### src/sv/lmus_pkg.sv
// lmus_pkg: shared types and constants for the logistic-map sequence core.
// No dependencies; imported by the top level and lmus_mul.
`timescale 1ns / 1ps

package lmus_pkg;

   // point and result fields
   localparam int unsigned POINT_W      = 16;
   localparam int unsigned COUNT_W      = 16;

   // visited map, packed into rows of a RAM
   localparam int unsigned MAP_ENTRIES  = 65536;
   localparam int unsigned ROW_WIDTH    = 64;
   localparam int unsigned ROW_COUNT    = MAP_ENTRIES / ROW_WIDTH;
   localparam int unsigned ROW_ADDR_W   = $clog2(ROW_COUNT);
   localparam int unsigned BIT_SEL_W    = $clog2(ROW_WIDTH);

   // shared multiplier
   localparam int unsigned MUL_A_W      = 32;
   localparam int unsigned MUL_B_W      = 16;
   localparam int unsigned MUL_P_W      = MUL_A_W + MUL_B_W;
   localparam int unsigned RESULT_SHIFT = 30;

   // map constants
   localparam logic [POINT_W-1:0] ZERO_POINT_SUB  = 16'h1337;
   localparam logic [POINT_W-1:0] ZERO_RESULT_SUB = 16'hC0DE;
   localparam logic [POINT_W-1:0] DEFAULT_SEED    = 16'h4B1D;
   localparam logic [MUL_B_W-1:0] MAP_GAIN        = 16'd65533;
   localparam logic [2:0]         REPEAT_LIMIT    = 3'd5;

   // configuration
   localparam int unsigned CSR_INDEX_W = 2;
   localparam int unsigned CSR_DATA_W  = 32;
   localparam logic [COUNT_W-1:0] WARMUP_RESET = 16'd64;
   localparam logic [COUNT_W-1:0] LENGTH_RESET = 16'd32;

   typedef enum logic [CSR_INDEX_W-1:0] {
      CSR_SEED   = 2'd0,
      CSR_WARMUP = 2'd1,
      CSR_LENGTH = 2'd2
   } csr_index_type;

   localparam logic CMD_RESTART = 1'b0;
   localparam logic CMD_STEP    = 1'b1;

   typedef struct packed {
      logic               en;
      logic [MUL_A_W-1:0] a;
      logic [MUL_B_W-1:0] b;
   } mul_req_type;

endpackage

### src/sv/lmus_mul.sv
// lmus_mul: shared registered 32x16 multiplier used for both map products.
// Depends on lmus_pkg.
`timescale 1ns / 1ps

module lmus_mul
   import lmus_pkg::*;
(
   input  logic               clock,
   input  mul_req_type        mul_req,
   output logic [MUL_P_W-1:0] product
);

   logic [MUL_P_W-1:0] product_ff;
   logic [MUL_P_W-1:0] product_in;

   assign product_in = MUL_P_W'(mul_req.a) * MUL_P_W'(mul_req.b);

   always_ff @(posedge clock) begin
      if (mul_req.en) begin
         product_ff <= product_in;
      end
   end

   assign product = product_ff;

endmodule
### config.mk
export PLATFORM = sky130hd
export DESIGN_NAME = lmus_mul
export DESIGN_NICKNAME = d
export VERILOG_FILES = /design/src/sv/lmus_pkg.sv /design/src/sv/lmus_mul.sv
export SDC_FILE = /design/constraint.sdc
export NUM_CORES = 1
export LEC_CHECK = 0
export BUFFER_PORTS_ARGS = -buffer_cell sky130_fd_sc_hd__clkbuf_2
export CORE_AREA = 2 2 175 177
export CTS_BUF_LIST = sky130_fd_sc_hd__clkbuf_8
export DETAILED_ROUTE_END_ITERATION = 12
export DIE_AREA = 0 0 177 179
export PLACE_DENSITY = 0.78
export SYNTH_ARGS = -nofsm -noshare
export SYNTH_HDL_FRONTEND = slang
export SYNTH_SLANG_ARGS = --single-unit
### constraint.sdc
create_clock -name clock -period 19 [get_ports clock]
set_input_delay 0.95 -clock clock [delete_from_list [all_inputs] [get_ports clock]]
set_output_delay 0.95 -clock clock [all_outputs]
set_load 0.03 [all_outputs]
==> qor.yml <==
synth_area_leaders: "fa_1, inv_1, ha_1"
hold_violations: 0
finalMaxSlewViolations: 0
hp-start: "mul_req[16]"
clk_path_buf_depth: 2
grt_pass1_wl_um: 68800
yosysWarnings: 0
crit_fanout: 32
via_per_inst: 5.58
highest_layer: "met4"
relSlewSlack: 0.464
core_area_um2: 30000
grt_overflow: 0
netlist_area_um2: 17600
drcViolationCount: 0
numCtsBuffers: 5
synth.distinct_cells: 46
synthArstFlopShare: 0
htree_levels: 2
port_buffers: 97
antenna_found_initial: 0
post_cts_resized: 0
dr_wl_met3_um: 2060
final_cell_mix: "inv_1, fa_1, nand2_1"
start_util: 0.587
start_kind: "input pin"
max_cap_viol_count: 0
tightest_slew_ns: 0.805
drt_iter0_drc: 845
rsz0062_at_grt: "false"
synth_edf_count: 48
drt_wl_total_um: 41600
period_share: 0.376
ys_seq_area_frac: 0.0818
ios: 98
avgRoutedWirePerCell_um: 17.9
cts.clk_slew.worst_paths_ns: 0.09
status: "finished, final reports clean"
cts_hold_buf: 0
cp.required_ns: 19.13
diodes: 0
clock_sinks: 48
min_period_ns: 7.15
yosys_register_bits: 48
hp-class: "input pin to register"
hpwl_um: 34600
synth_top_cell_by_area: "fa_1"
routabilityCongestion: 0.942
drive_above_1_share: 0.0596
cts_setup_buffers: 0
nets: 2516
drt_first_pass_iters: 5
die_w_um: 177
holdPathStages: 2
die_area_um2: 31700
synth_top_area_share: 0.475
vias: 13000
syn_to_final_growth_pct: 4.30
largest_reg_flops: 48
grt_pass1_vias: 14000
fmax_mhz: 140
grt_util_all_layers: 0.279
final_common_cell: "inv_1"
die_h_um: 179
synth.net_count: 2502
antenna_left: 0
cp.arrival_ns: 7.28
row_count: 64
grt_max_degree: 49
wl_met2_um: 22600
root_buffer: "clkbuf_8"
ys.flop_type: "edfxtp_1"
synthCells: 1914
whs_endpoint: "product[0]"
syn_area_per_cell_um2: 9.21
met1Wirelength_um: 14200
worstSetupPathType: "input pin to register"
cts_tree: "yes"
setup_viol: 0
tns_ns: 0
end_kind: "register"
-- worst max-delay path by stage --
stage	slack, ns	start	cells past startpoint	end
2_1_floorplan	12.25	mul_req[27]	21	product[41]
3_3_place_gp	11.68	mul_req[7]	23	product[41]
3_5_place_dp	11.54	mul_req[1]	19	product[47]
4_1_cts	11.90	mul_req[1]	19	product[47]
5_1_grt	11.47	mul_req[8]	22	product[46]
6_report	11.85	mul_req[4]	20	product[47]
-- critical path: stages --
cell,delay [ns]
clkbuf_2,0.39
and2_1,0.32
fa_1,0.55
inv_1,0.06
fa_1,0.41
fa_1,0.52
fa_1,0.54
inv_1,0.05
fa_1,0.49
fa_1,0.41
ha_1,0.38
and3_1,0.23
o21ai_1,0.11
o211ai_2,0.26
a31oi_2,0.17
o31ai_1,0.53
a31o_2,0.32
a21o_1,0.22
o211ai_1,0.12
a211oi_1,0.24
-- cell families (layout without fill, tap and decap cells) --
| kind of cell | Yosys count | count (layout) | share of synthesized area |
|---|---|---|---|
| adders and majority gates | 538 | 538 | 0.560 |
| xor gates and xnor gates | 45 | 45 | 0.0224 |
| AOI/OAI and AO/OA | 154 | 154 | 0.0597 |
| buffers and inverters | 532 | 547 | 0.113 |
| and+or+nand+nor | 597 | 597 | 0.163 |
| DFF | 48 | 48 | 0.0818 |
-- cell usage after synthesis (13+ instances only) --
| master | number |
|---|---|
| ha_1 | 120 |
| inv_1 | 441 |
| edfxtp_1 | 48 |
| xor2_1 | 15 |
| a21o_1 | 34 |
| o21ai_1 | 13 |
| nand2_1 | 328 |
| and2_1 | 215 |
| fa_1 | 418 |
| nor2_1 | 16 |
| a21oi_1 | 51 |
| clkbuf_1 | 91 |
| xnor2_1 | 30 |
-- final cells by class --
type                    instances  area [µm²]
repair buffers                 98         493
well taps                     396         495
inverters                     441        1660
fillers                      2500       11600
multi-input cells            1334       14200
clock buffers                   5        68.8
clock inverters                 3        42.5
flip-flops and latches         48        1440
-- per-stage QoR --
stage / area, µm² / util / setup WS (ns) / cells / hold slack, ns
floorplan: 17600 / - / 12.25 / 1914 / 1.06
global placement: 18300 / 0.608 / 11.68 / 2317 / 1.44
detailed placement: 18300 / 0.608 / 11.54 / 2317 / 1.44
CTS: 18400 / 0.612 / 11.90 / 2325 / 1.21
global route: 18400 / 0.612 / 11.47 / 2325 / 1.23
finish: 18400 / 0.612 / 11.85 / 2325 / 1.23
-- metal layers --
layer / vias to the layer above / track usage
li1: 5657 / -
met1: 6684 / 0.318
met2: 481 / 0.511
met3: 143 / 0.0284
met4: 0 / 0.162
met5: - / 0
Power is left out: the tool's default activity adds up to more than one toggle a clock period on the data nets, which glitch-free logic cannot reach.
